### config.mk
export PLATFORM = sky130hd
export DESIGN_NAME = softmax_vector_unit
export DESIGN_NICKNAME = d
export VERILOG_FILES = /design/src/hdl/smx_pkg.sv /design/src/hdl/smx_ram.sv /design/src/hdl/softmax_vector_unit.sv
export SDC_FILE = /design/constraint.sdc
export NUM_CORES = 2
export LEC_CHECK = 0
export BUFFER_PORTS_ARGS = -buffer_cell sky130_fd_sc_hd__buf_2
export CORE_MARGIN = 1
export CORE_UTILIZATION = 35
export DETAILED_ROUTE_END_ITERATION = 7
export GPL_ROUTABILITY_DRIVEN = 0
export PLACE_DENSITY_LB_ADDON = 0.2
export SLEW_MARGIN = 40
export SYNTH_ARGS = -nofsm -noshare
export SYNTH_HDL_FRONTEND = slang
export SYNTH_SLANG_ARGS = --single-unit
### constraint.sdc
create_clock -name i_clk -period 11.8 [get_ports i_clk]
set_clock_uncertainty 0.2 [all_clocks]
set_input_delay 0.59 -clock i_clk [delete_from_list [all_inputs] [get_ports i_clk]]
set_output_delay 0.59 -clock i_clk [all_outputs]
set_load 0.01 [all_outputs]
### src/hdl/smx_pkg.sv
// Shared types and constants of the softmax vector unit.
package smx_pkg;

    localparam int SMX_MAX_ITEMS = 16;

    localparam int SCORE_W = 16;
    localparam int PROB_W  = 16;
    localparam int POS_W   = 4;
    localparam int EXP_W   = 17;
    localparam int SUM_W   = 21;
    localparam int Q30_W   = 31;
    localparam int ACC_W   = 32;
    localparam int ARG_W   = 9;
    localparam int TERM_IDX_W = 5;

    localparam int EXP_TERMS = 20;
    localparam int DIV_STEPS = 33;
    localparam int DIV_CNT_W = 6;
    localparam int DIV_REM_W = SUM_W;

    localparam logic [ARG_W-1:0]   E1_ARG     = 9'd256;
    localparam logic signed [16:0] EXP_CUTOFF = 17'sd4096;
    localparam logic [Q30_W-1:0]   ONE_Q30    = 31'h4000_0000;
    localparam logic [61:0]        HALF_Q30   = 62'h2000_0000;
    localparam logic [31:0]        HALF_Q14   = 32'h0000_2000;
    localparam logic signed [SCORE_W-1:0] SCORE_MIN = 16'sh8000;
    localparam logic [SUM_W-1:0]   SUM_LIMIT  = 21'h1F_FFFF;
    localparam logic [PROB_W-1:0]  PROB_MAX   = 16'hFFFF;

    typedef enum logic [3:0] {
        S_LOAD,
        S_SER_MUL,
        S_SER_DIV,
        S_SER_ACC,
        S_SER_END,
        S_RD,
        S_RDWAIT,
        S_EMUL,
        S_ERND,
        S_EXP_WR,
        S_DRD,
        S_DLD,
        S_DDIV,
        S_OUT
    } t_state;

endpackage

### src/hdl/smx_ram.sv
// Generic single-port-write, registered-read RAM.
module smx_ram #(
    parameter int WIDTH = 17,
    parameter int DEPTH = 16
) (
    input  logic                     i_clk,
    input  logic                     i_wr_en,
    input  logic [$clog2(DEPTH)-1:0] i_wr_addr,
    input  logic [WIDTH-1:0]         i_wr_data,
    input  logic [$clog2(DEPTH)-1:0] i_rd_addr,
    output logic [WIDTH-1:0]         o_rd_data
);

    logic [WIDTH-1:0] r_mem [DEPTH];
    logic [WIDTH-1:0] r_rd_data;

    always_ff @(posedge i_clk) begin
        if (i_wr_en) begin
            r_mem[i_wr_addr] <= i_wr_data;
        end
        r_rd_data <= r_mem[i_rd_addr];
    end

    assign o_rd_data = r_rd_data;

endmodule

### src/hdl/softmax_vector_unit.sv
// Top level of the softmax vector unit: loader, sequencer and shared arithmetic.
//
// Input channel (i_in_valid / o_in_stall) takes one signed Q8.8 score per
// transaction. A vector ends on the transaction with i_is_final set, or on
// the one that fills MAX_ITEMS entries. The block then stalls its input and
// returns one output transaction per element (o_out_valid / i_out_stall), in
// load order, carrying an unsigned Q0.16 probability, the element position
// and an end-of-run flag on the final element.
// Each exponential is a 20-term series; every term needs one pass of the
// shared restoring divider, and each whole unit of distance from the
// maximum adds a multiply and a rounding by exp(-1). The constant exp(-1)
// is built by the same series once after reset, before the first vector's
// first element. Each probability then takes a RAM read, an operand load
// and 33 divider steps before it is offered.
// Loading runs at one score per cycle.
// A stall on the output holds the offered result and the sequencer waits.
// Reset (synchronous, active low) empties the vector and returns to loading;
// the scratch memory needs no clearing.
module softmax_vector_unit #(
    parameter int MAX_ITEMS = smx_pkg::SMX_MAX_ITEMS
) (
    input  logic                              i_clk,
    input  logic                              i_rst_n,
    input  logic                              i_in_valid,
    output logic                              o_in_stall,
    input  logic signed [smx_pkg::SCORE_W-1:0] i_score,
    input  logic                              i_is_final,
    output logic                              o_out_valid,
    input  logic                              i_out_stall,
    output logic [smx_pkg::PROB_W-1:0]        o_probability,
    output logic [smx_pkg::POS_W-1:0]         o_position,
    output logic                              o_end_of_run
);

    import smx_pkg::*;

    localparam int IDX_W = (MAX_ITEMS > 1) ? $clog2(MAX_ITEMS) : 1;
    localparam int CNT_W = $clog2(MAX_ITEMS + 1);

    t_state r_state, n_state;

    logic [CNT_W-1:0]          r_count, n_count;
    logic signed [SCORE_W-1:0] r_max, n_max;
    logic [SUM_W-1:0]          r_sum, n_sum;
    logic [IDX_W-1:0]          r_idx, n_idx;
    logic [Q30_W-1:0]          r_e1, n_e1;
    logic                      r_e1_ok, n_e1_ok;
    logic [ARG_W-1:0]          r_t, n_t;
    logic [TERM_IDX_W-1:0]     r_k, n_k;
    logic [Q30_W-1:0]          r_term, n_term;
    logic signed [ACC_W-1:0]   r_acc, n_acc;
    logic [Q30_W-1:0]          r_r, n_r;
    logic [4:0]                r_apow, n_apow;
    logic [61:0]               r_prod, n_prod;
    logic [DIV_REM_W-1:0]      r_dv_rem, n_dv_rem;
    logic [DIV_STEPS-1:0]      r_dv_quo, n_dv_quo;
    logic [SUM_W-1:0]          r_dv_den, n_dv_den;
    logic [DIV_CNT_W-1:0]      r_dv_cnt, n_dv_cnt;
    logic [PROB_W-1:0]         r_prob, n_prob;
    logic                      r_end, n_end;

    // RAM ports; an entry holds the score until its exponential overwrites it.
    logic                      ram_wr_en;
    logic [IDX_W-1:0]          ram_wr_addr;
    logic [EXP_W-1:0]          ram_wr_data;
    logic [EXP_W-1:0]          ram_rd_data;

    logic                      in_acc;
    logic [CNT_W-1:0]          count_inc;
    logic                      vec_end;
    logic                      idx_last;
    logic [IDX_W:0]            idx_inc_ext;
    logic [IDX_W+POS_W-1:0]    pos_ext;

    logic [Q30_W-1:0]          mul_a, mul_b;
    logic [61:0]               mul_p;
    logic [61:0]               rnd_p;
    logic [31:0]               e_rnd;
    logic [EXP_W-1:0]          e_val;
    logic [SUM_W:0]            sum_wide;

    logic signed [16:0]        score_gap;
    logic [DIV_REM_W:0]        rem_sh;
    logic [DIV_REM_W+1:0]      rem_diff;
    logic                      rem_ge;
    logic [DIV_REM_W-1:0]      rem_nx;
    logic [DIV_STEPS-1:0]      quo_nx;
    logic [PROB_W-1:0]         prob_sat;
    logic [Q30_W-1:0]          term_q;

    smx_ram #(
        .WIDTH (EXP_W),
        .DEPTH (MAX_ITEMS)
    ) u_store (
        .i_clk     (i_clk),
        .i_wr_en   (ram_wr_en),
        .i_wr_addr (ram_wr_addr),
        .i_wr_data (ram_wr_data),
        .i_rd_addr (r_idx),
        .o_rd_data (ram_rd_data)
    );

    assign in_acc      = i_in_valid && (r_state == S_LOAD);
    assign count_inc   = r_count + 1'b1;
    assign vec_end     = i_is_final || (count_inc == CNT_W'(MAX_ITEMS));
    assign idx_inc_ext = (IDX_W+1)'(r_idx) + (IDX_W+1)'(1);
    assign idx_last    = (idx_inc_ext == (IDX_W+1)'(r_count));

    // One multiplier, shared between the series terms and the powers of exp(-1).
    assign mul_a = (r_state == S_EMUL) ? r_r  : r_term;
    assign mul_b = (r_state == S_EMUL) ? r_e1 : Q30_W'(r_t);
    assign mul_p = mul_a * mul_b;

    assign rnd_p    = r_prod + HALF_Q30;
    assign e_rnd    = 32'(r_r) + HALF_Q14;
    assign e_val    = e_rnd[30:14];
    assign sum_wide = (SUM_W+1)'(r_sum) + (SUM_W+1)'(e_val);

    assign score_gap = 17'(r_max) - 17'($signed(ram_rd_data[SCORE_W-1:0]));

    // Restoring divider step. A zero divisor gives an all-ones quotient,
    // which saturates like a quotient of one.
    assign rem_sh   = {r_dv_rem, r_dv_quo[DIV_STEPS-1]};
    assign rem_diff = {1'b0, rem_sh} - (DIV_REM_W+2)'(r_dv_den);
    assign rem_ge   = !rem_diff[DIV_REM_W+1];
    assign rem_nx   = rem_ge ? rem_diff[DIV_REM_W-1:0] : rem_sh[DIV_REM_W-1:0];
    assign quo_nx   = {r_dv_quo[DIV_STEPS-2:0], rem_ge};
    assign prob_sat = (|quo_nx[DIV_STEPS-1:PROB_W]) ? PROB_MAX : quo_nx[PROB_W-1:0];
    assign term_q   = r_dv_quo[Q30_W-1:0];

    assign pos_ext = (IDX_W+POS_W)'(r_idx);

    // Next state.
    always_comb begin
        n_state = r_state;
        case (r_state)
            S_LOAD: begin
                if (in_acc && vec_end) begin
                    n_state = r_e1_ok ? S_RD : S_SER_MUL;
                end
            end
            S_SER_MUL: n_state = S_SER_DIV;
            S_SER_DIV: begin
                if (r_dv_cnt == DIV_CNT_W'(1)) begin
                    n_state = S_SER_ACC;
                end
            end
            S_SER_ACC: begin
                n_state = (r_k == TERM_IDX_W'(EXP_TERMS)) ? S_SER_END : S_SER_MUL;
            end
            S_SER_END: begin
                if (!r_e1_ok) begin
                    n_state = S_RD;
                end else if (r_apow == 5'd0) begin
                    n_state = S_EXP_WR;
                end else begin
                    n_state = S_EMUL;
                end
            end
            S_RD:     n_state = S_RDWAIT;
            S_RDWAIT: n_state = (score_gap > EXP_CUTOFF) ? S_EXP_WR : S_SER_MUL;
            S_EMUL:   n_state = S_ERND;
            S_ERND:   n_state = (r_apow == 5'd1) ? S_EXP_WR : S_EMUL;
            S_EXP_WR: n_state = idx_last ? S_DRD : S_RD;
            S_DRD:    n_state = S_DLD;
            S_DLD:    n_state = S_DDIV;
            S_DDIV: begin
                if (r_dv_cnt == DIV_CNT_W'(1)) begin
                    n_state = S_OUT;
                end
            end
            S_OUT: begin
                if (!i_out_stall) begin
                    n_state = r_end ? S_LOAD : S_DRD;
                end
            end
            default: n_state = S_LOAD;
        endcase
    end

    // Datapath and outputs.
    always_comb begin
        n_count  = r_count;
        n_max    = r_max;
        n_sum    = r_sum;
        n_idx    = r_idx;
        n_e1     = r_e1;
        n_e1_ok  = r_e1_ok;
        n_t      = r_t;
        n_k      = r_k;
        n_term   = r_term;
        n_acc    = r_acc;
        n_r      = r_r;
        n_apow   = r_apow;
        n_prod   = r_prod;
        n_dv_rem = r_dv_rem;
        n_dv_quo = r_dv_quo;
        n_dv_den = r_dv_den;
        n_dv_cnt = r_dv_cnt;
        n_prob   = r_prob;
        n_end    = r_end;

        ram_wr_en   = 1'b0;
        ram_wr_addr = r_idx;
        ram_wr_data = e_val;

        o_in_stall    = (r_state != S_LOAD);
        o_out_valid   = (r_state == S_OUT);
        o_probability = r_prob;
        o_position    = pos_ext[POS_W-1:0];
        o_end_of_run  = r_end;

        case (r_state)
            S_LOAD: begin
                if (in_acc) begin
                    ram_wr_en   = 1'b1;
                    ram_wr_addr = r_count[IDX_W-1:0];
                    ram_wr_data = EXP_W'(unsigned'(i_score));
                    n_count     = count_inc;
                    if (i_score > r_max) begin
                        n_max = i_score;
                    end
                    n_idx  = '0;
                    n_sum  = '0;
                    // exp(-1) for the powers, built once after reset.
                    n_t    = E1_ARG;
                    n_term = ONE_Q30;
                    n_acc  = ACC_W'(ONE_Q30);
                    n_k    = TERM_IDX_W'(1);
                end
            end
            S_SER_MUL: begin
                // floor(x / (256k)) equals floor(floor(x / 256) / k).
                n_dv_quo = DIV_STEPS'(mul_p[38:8]);
                n_dv_den = SUM_W'(r_k);
                n_dv_rem = '0;
                n_dv_cnt = DIV_CNT_W'(DIV_STEPS);
            end
            S_SER_DIV, S_DDIV: begin
                n_dv_rem = rem_nx;
                n_dv_quo = quo_nx;
                n_dv_cnt = r_dv_cnt - 1'b1;
                if (r_state == S_DDIV && r_dv_cnt == DIV_CNT_W'(1)) begin
                    n_prob = prob_sat;
                    n_end  = idx_last;
                end
            end
            S_SER_ACC: begin
                n_term = term_q;
                if (r_k[0]) begin
                    n_acc = r_acc - $signed({1'b0, term_q});
                end else begin
                    n_acc = r_acc + $signed({1'b0, term_q});
                end
                n_k = r_k + 1'b1;
            end
            S_SER_END: begin
                if (!r_e1_ok) begin
                    n_e1    = r_acc[Q30_W-1:0];
                    n_e1_ok = 1'b1;
                end else begin
                    n_r = r_acc[Q30_W-1:0];
                end
            end
            S_RDWAIT: begin
                if (score_gap > EXP_CUTOFF) begin
                    n_r    = '0;
                    n_apow = '0;
                end else begin
                    n_t    = {1'b0, score_gap[7:0]};
                    n_apow = score_gap[12:8];
                    n_term = ONE_Q30;
                    n_acc  = ACC_W'(ONE_Q30);
                    n_k    = TERM_IDX_W'(1);
                end
            end
            S_EMUL: begin
                n_prod = mul_p;
            end
            S_ERND: begin
                n_r    = rnd_p[60:30];
                n_apow = r_apow - 1'b1;
            end
            S_EXP_WR: begin
                ram_wr_en   = 1'b1;
                ram_wr_addr = r_idx;
                ram_wr_data = e_val;
                n_sum       = sum_wide[SUM_W] ? SUM_LIMIT : sum_wide[SUM_W-1:0];
                n_idx       = idx_last ? '0 : idx_inc_ext[IDX_W-1:0];
            end
            S_DLD: begin
                n_dv_quo = {ram_rd_data, {PROB_W{1'b0}}};
                n_dv_den = r_sum;
                n_dv_rem = '0;
                n_dv_cnt = DIV_CNT_W'(DIV_STEPS);
            end
            S_OUT: begin
                if (!i_out_stall) begin
                    if (r_end) begin
                        n_count = '0;
                        n_max   = SCORE_MIN;
                        n_sum   = '0;
                        n_idx   = '0;
                    end else begin
                        n_idx = idx_inc_ext[IDX_W-1:0];
                    end
                end
            end
            default: begin
            end
        endcase
    end

    always_ff @(posedge i_clk) begin
        if (!i_rst_n) begin
            r_state <= S_LOAD;
            r_count <= '0;
            r_max   <= SCORE_MIN;
            r_sum   <= '0;
            r_idx   <= '0;
            r_e1_ok <= 1'b0;
            r_end   <= 1'b0;
        end else begin
            r_state <= n_state;
            r_count <= n_count;
            r_max   <= n_max;
            r_sum   <= n_sum;
            r_idx   <= n_idx;
            r_e1_ok <= n_e1_ok;
            r_end   <= n_end;
        end
    end

    always_ff @(posedge i_clk) begin
        r_e1     <= n_e1;
        r_t      <= n_t;
        r_k      <= n_k;
        r_term   <= n_term;
        r_acc    <= n_acc;
        r_r      <= n_r;
        r_apow   <= n_apow;
        r_prod   <= n_prod;
        r_dv_rem <= n_dv_rem;
        r_dv_quo <= n_dv_quo;
        r_dv_den <= n_dv_den;
        r_dv_cnt <= n_dv_cnt;
        r_prob   <= n_prob;
    end

endmodule

After elaboration in Yosys (flattened, before gate mapping)
Memory sizes are Yosys's and may differ from the RTL's. A register that Yosys moved wholly into a read port is not among the register bits.
Cells that the tools add are included.

storage, ports and cells
  register bits = 354
  bits in writable memories = 272
  output and inout port bits = 23
  memories = 1

memory list
  name           depth  width  read ports  clocked after Yosys merged registers in  write ports  line           RTL
  u_store.r_mem  16     17     1           1                                        1            smx_ram.sv:14  logic [WIDTH-1:0] r_mem [DEPTH];

cells by class
  add/subtract/negate cells = 12
  $mul = 1
  magnitude comparators = 2
  eq/ne operators = 28
  multiplexer cells = 65
  bitwise operators = 1
  reductions and logical operators = 30

operators by type and width
  kind                                            count
  two-way mux 31 bit                              6
  one-hot mux 31 bit (3 select lines)             2
  two-way mux 21 bit                              5
  one-hot mux 33 bit (3 select lines)             1
  two-way mux 32 bit                              3
  one-hot mux 32 bit (3 select lines)             1
  one-hot mux 21 bit (2 select lines)             2
  two-way mux 16 bit                              4
  two-way mux 4 bit                               16
  one-hot mux 21 bit (3 select lines)             1
  adder 61 x 30 -> 61 bit, second input constant  1
  multiplier 31 x 31 -> 61 bit                    1
  one-hot mux 4 bit (14 select lines)             1
  two-way mux 17 bit                              2
  adder 32 bit                                    1
  one-hot mux 16 bit (2 select lines)             1
  subtractor 32 bit                               1
  adder 31 x 14 -> 31 bit, second input constant  1
  two-way mux 5 bit                               6
  equality test 4 bit, second input constant      6
  subtractor 22 x 21 -> 23 bit                    1
  adder 21 x 17 -> 22 bit                         1
  one-hot mux 5 bit (2 select lines)              2
  two-way mux 9 bit                               2
  other kinds (38)                                71

Depth between registers and ports, before layout
  depth after elaboration = 6
  mapped depth = 35
  mapped depth without buffers = 32

Hierarchy
From an unflattened synthesis, not the netlist that was laid out.

unflattened totals
  cell total of the unflattened synthesis = 5857
  area total of the unflattened synthesis = 60352.9 um2

by module, submodules not included
  module               times used  cells each  area each (um2)
  softmax_vector_unit  1           5399        49715.2
  smx_ram              1           458         10637.7

Worst setup path before layout
No wires, ideal clock.

  path type = reg-to-reg
  start point = register r_state[3]
  end point = register r_prod[57] (data pin)
  setup time = 0.270 ns
  arrival time = 9.182 ns
  data required time = 11.330 ns
  setup slack = 2.148 ns
  stages on the path, launching flop included = 33
  buffers on the path = 5
  clock period less this slack = 9.652 ns
  path through = dfxtp_1 > buf_4 > nor2b_2 > nand3_4 > inv_2 > clkbuf_1 > clkbuf_1 > buf_1 > clkbuf_1 > nand3_1 > fa_1 > inv_1 > fa_1 > inv_1 > fa_1 > inv_1 > fa_1 > fa_1 > inv_1 > fa_1 > fa_1 > fa_1 > inv_1 > ha_1 > nand3_1 > nor4_4 > nand2_1 > o2bb2ai_2 > a41oi_4 > o21ai_4 > a41oi_4 > o41ai_2 > xor2_1

on the way
  longest elaborated chain between the ends = 3

RTL lines
  what                                          line                                                    RTL
  from (decl)                                   softmax_vector_unit.sv:40                               t_state r_state, n_state;
  from (signal assigned)                        softmax_vector_unit.sv:324                              r_state <= n_state;
  equality test 4 x 3 -> 1 bit *                softmax_vector_unit.sv:110, softmax_vector_unit.sv:111
  two-way mux 31 bit, on equally long branches  softmax_vector_unit.sv:110, softmax_vector_unit.sv:111
  multiplier 31 x 31 -> 61 bit *                softmax_vector_unit.sv:112                              assign mul_p = mul_a * mul_b;
  named net mul_p[57]                           softmax_vector_unit.sv:76                               logic [61:0] mul_p;
  to (signal assigned)                          softmax_vector_unit.sv:342                              r_prod <= n_prod;
  to (decl)                                     softmax_vector_unit.sv:54                               logic [61:0] r_prod, n_prod;

The timed path passes the listed nets; every way through them passes the cells marked *.
A chain may end at the register's enable or synchronous reset.

Worst setup path after layout
  start point = register r_state[0]
  end point = register r_prod[60] (data pin)

The elaborated chain is that of the path after synthesis.

==> summary.md <==
| Metric | Value |
|---|---|
| Sink Count | 613 |
| Top_reg_cell synth | edfxtp_1 |
| First drt pass iteration count | 7 |
| Type of destination of the critical path | flop |
| Number of hold buffers added after CTS | 0 |
| Setup TNS | 0 ns |
| H-tree Lvls | 3 |
| Setup violators final | 0 |
| Bufs and invs on worst path | 9 |
| Detailed-placement wirelength estimate | between 100 and 150 mm |
| Count leader, synth | inv_1 |
| Clk slew on worst S/H paths | 0.06 ns |
| First-pass GRT wire length | a little under 300 mm |
| Worst EP arrival | about 11 ns |
| Status | finished, final reports clean |
| Cts repair resizes | 0 |
| Static leakage power | 0.02981 uW |
| Skew-Pair Late Insertion Delay | between 0.6 and 0.7 ns |
| Top post-synthesis cells by area | fa_1, edfxtp_1, ha_1 |
| Top achievable clock speed | 95.16 MHz |
| Async SR Flop Fraction | 0 |
| Setup crit start kind | flop |
| Max-slew violations | 0 |
| Area growth, synth to finish | 9.159% |
| Synth top area share | 0.2740 |
| Pin count of the biggest net entering global routing | roughly 130 |
| Place WS | 1.333 ns |
| I/O Buffers | 43 |
| Final #Nets | approximately 7100 |
| Final Total Pwr | 11700 uW |
| Cts bufs inserted | 70 |
| Initial Utilization | 0.3526 |
| Maximum net fanout on the critical path | 124 |
| Synth Register Bits | 613 |
| Die Ht | 420.5 um |
| Root Buffer | clkbuf_16 |
| Fin crit share | 0.8906 |
| Post-route DRC | 0 |
| DR WL/cell | ~24 um |
| Fin crit period | between 10 and 15 ns |
| Vias per cell | between 5 and 6 |
| Slew HR | 0.3652 |
| Row cnt | 153 |
| Multi-input logic area | 39170 sq um |
| Synth area leader | fa_1 |
| Antenna violations before repair | 7 |
| Crit Path Class | flop to flop |
| CP max-delay cell | dfxtp_1 |
| Hold Path Class | input port to flop |
| Post-synth top cells | inv_1, fa_1, nand2_1, edfxtp_1, and3_1 |
| Ys Warns | 0 |
| Die span in x | 420.5 um |
| DRT Wirelength | 194.4 mm |
| Core box area | ~170000 sq um |
| Via count | 43835 |
| Reg area | around 18000 sq um |
| Share of layout cells above drive strength 1 | 0.07624 |
| Post-CTS Setup Bufs | 0 |
| Largest stage delay, worst path | 0.80 ns |
| CP required | 11.99 ns |
| Final hold violations | 0 |
| Number of global-route vias before repair | 45598 |
| Most common cell on crit path | fa_1 |
| Util after Layout | 0.3849 |
| CTS tree | done |
| Syn Std Cell Area | 61300 sq um |
| Bufs on Longest Clock Path | 3 |
| Total I/O pin count | 44 |
| Top delay family on crit path | adder cells |
| Syn Inst Count | 5969 |
| MaxCap Viol Count | 0 |
| Global route total overflow | 0 |
| Least-Margin Pin Slew | 0.9521 ns |
| RSZ-0062 raised after global routing | false |
| Final worst slack | 1.291 ns |
| Power per Cell Area | 174.8 nW/um^2 |
| Die area | 176800 sq um |
| DRT iter0 DRCs | around 3600 |
| Worst IR drop on VDD | 0.0001581 V |
| Synth unique cells | 94 |
| GRT Total Usage | 0.2228 |
| Mean area per synthesized cell | 10.27 sq um |
| Post-route ant nets | 0 |
| Number of fill cells | between 15000 and 20000 |
| Post-synth EDFFs | 544 |
| Seq/Total Area, Yosys | 0.2890 |
| Net count after synthesis | 7186 |
registers in the layout, summed over array words and instances (netlist names), 5 cells and up:
signal	cells
u_store.r_mem	272
r_dv_quo	33
r_prod	32
r_acc	31
r_e1	31
r_r	31
r_term	31
r_dv_den	21
r_dv_rem	21
r_sum	21
u_store.o_rd_data	17
o_probability	16
r_max	16
r_t	9
r_dv_cnt	6
r_apow	5
r_count	5
r_k	5
worst register-to-register path, delay by kind of cell, from the launching register on:
kind            cells  cell delay, ns
compound gates      3            1.34
xor+xnor            1            0.11
fa+ha+maj           9            4.28
buf+inv             9            1.96
flops               1            0.80
mux                 1            0.30
simple gates        5            1.28
layout by cell type, fill, tap and decap left out, types with 85 or more instances in the layout:
| cell | count |
|---|---|
| a21oi_1 | 180 |
| ha_1 | 357 |
| o21ai_0 | 133 |
| mux4_2 | 85 |
| xnor2_1 | 122 |
| nor2_1 | 358 |
| nand2_1 | 738 |
| nand3_1 | 102 |
| inv_1 | 917 |
| buf_4 | 109 |
| and3_1 | 449 |
| fa_1 | 839 |
| edfxtp_1 | 544 |
cells by family (layout without fill, tap and decap cells):
family | after synthesis | in the layout | share of synthesized area
compound gates | 621 | 621 | 0.06624
xor+xnor | 206 | 206 | 0.02944
fa+ha+maj | 1196 | 1196 | 0.3469
buf+inv | 1241 | 1214 | 0.07647
flops | 613 | 613 | 0.2890
mux | 135 | 135 | 0.03956
other cells | 0 | 4 | 0
simple gates | 1957 | 1957 | 0.1524
routing by layer:
layer	track usage	part of all wire	vias up
met2	0.3746	0.48	1317
li1	-	-	19492
met1	0.3074	0.44	22802
met3	0.02271	0.053	220
met5	0	0.00011	-
met4	0.05411	0.025	4
worst paths after layout:
kind	endpoint	cells after the start	slack, ns	start
max	r_prod[60]	28	1.29	r_state[0]
min	r_max[0]	3	0.08	i_score[0]
max reg2reg	r_prod[60]	28	1.29	r_state[0]
min reg2reg	r_sum[10]	2	0.26	r_sum[10]
cell type report:
cell class | count | area share
timing repair buffer | 164 | 0.01920
antenna | 4 | 0.0001496
clock buffer | 89 | 0.02755
clock inverter | 39 | 0.007480
sequential | 613 | 0.2649
multi-input combinational | 4115 | 0.5854
inverter | 922 | 0.05186
tap | 2325 | 0.04348
stage by stage:
stage	area, sq um	hold WS, ns	instances
after floorplan	61300	0.2264	5969
after CTS	66790	0.04491	8262
after global routing	66900	0.06578	8268
after detailed placement	64450	0.2566	8134
final	66910	0.08049	8271
after global placement	64250	0.2501	8130
report_power, final:
group	switching, uW	leakage, uW	internal [uW]	total [uW]
logic	4010	0.0232	2460	6470
registers	216	0.00548	2790	3010
clock network	937	0.00114	1280	2220
total	5170	0.0298	6530	11700
Power figures use the tool's default switching activity.
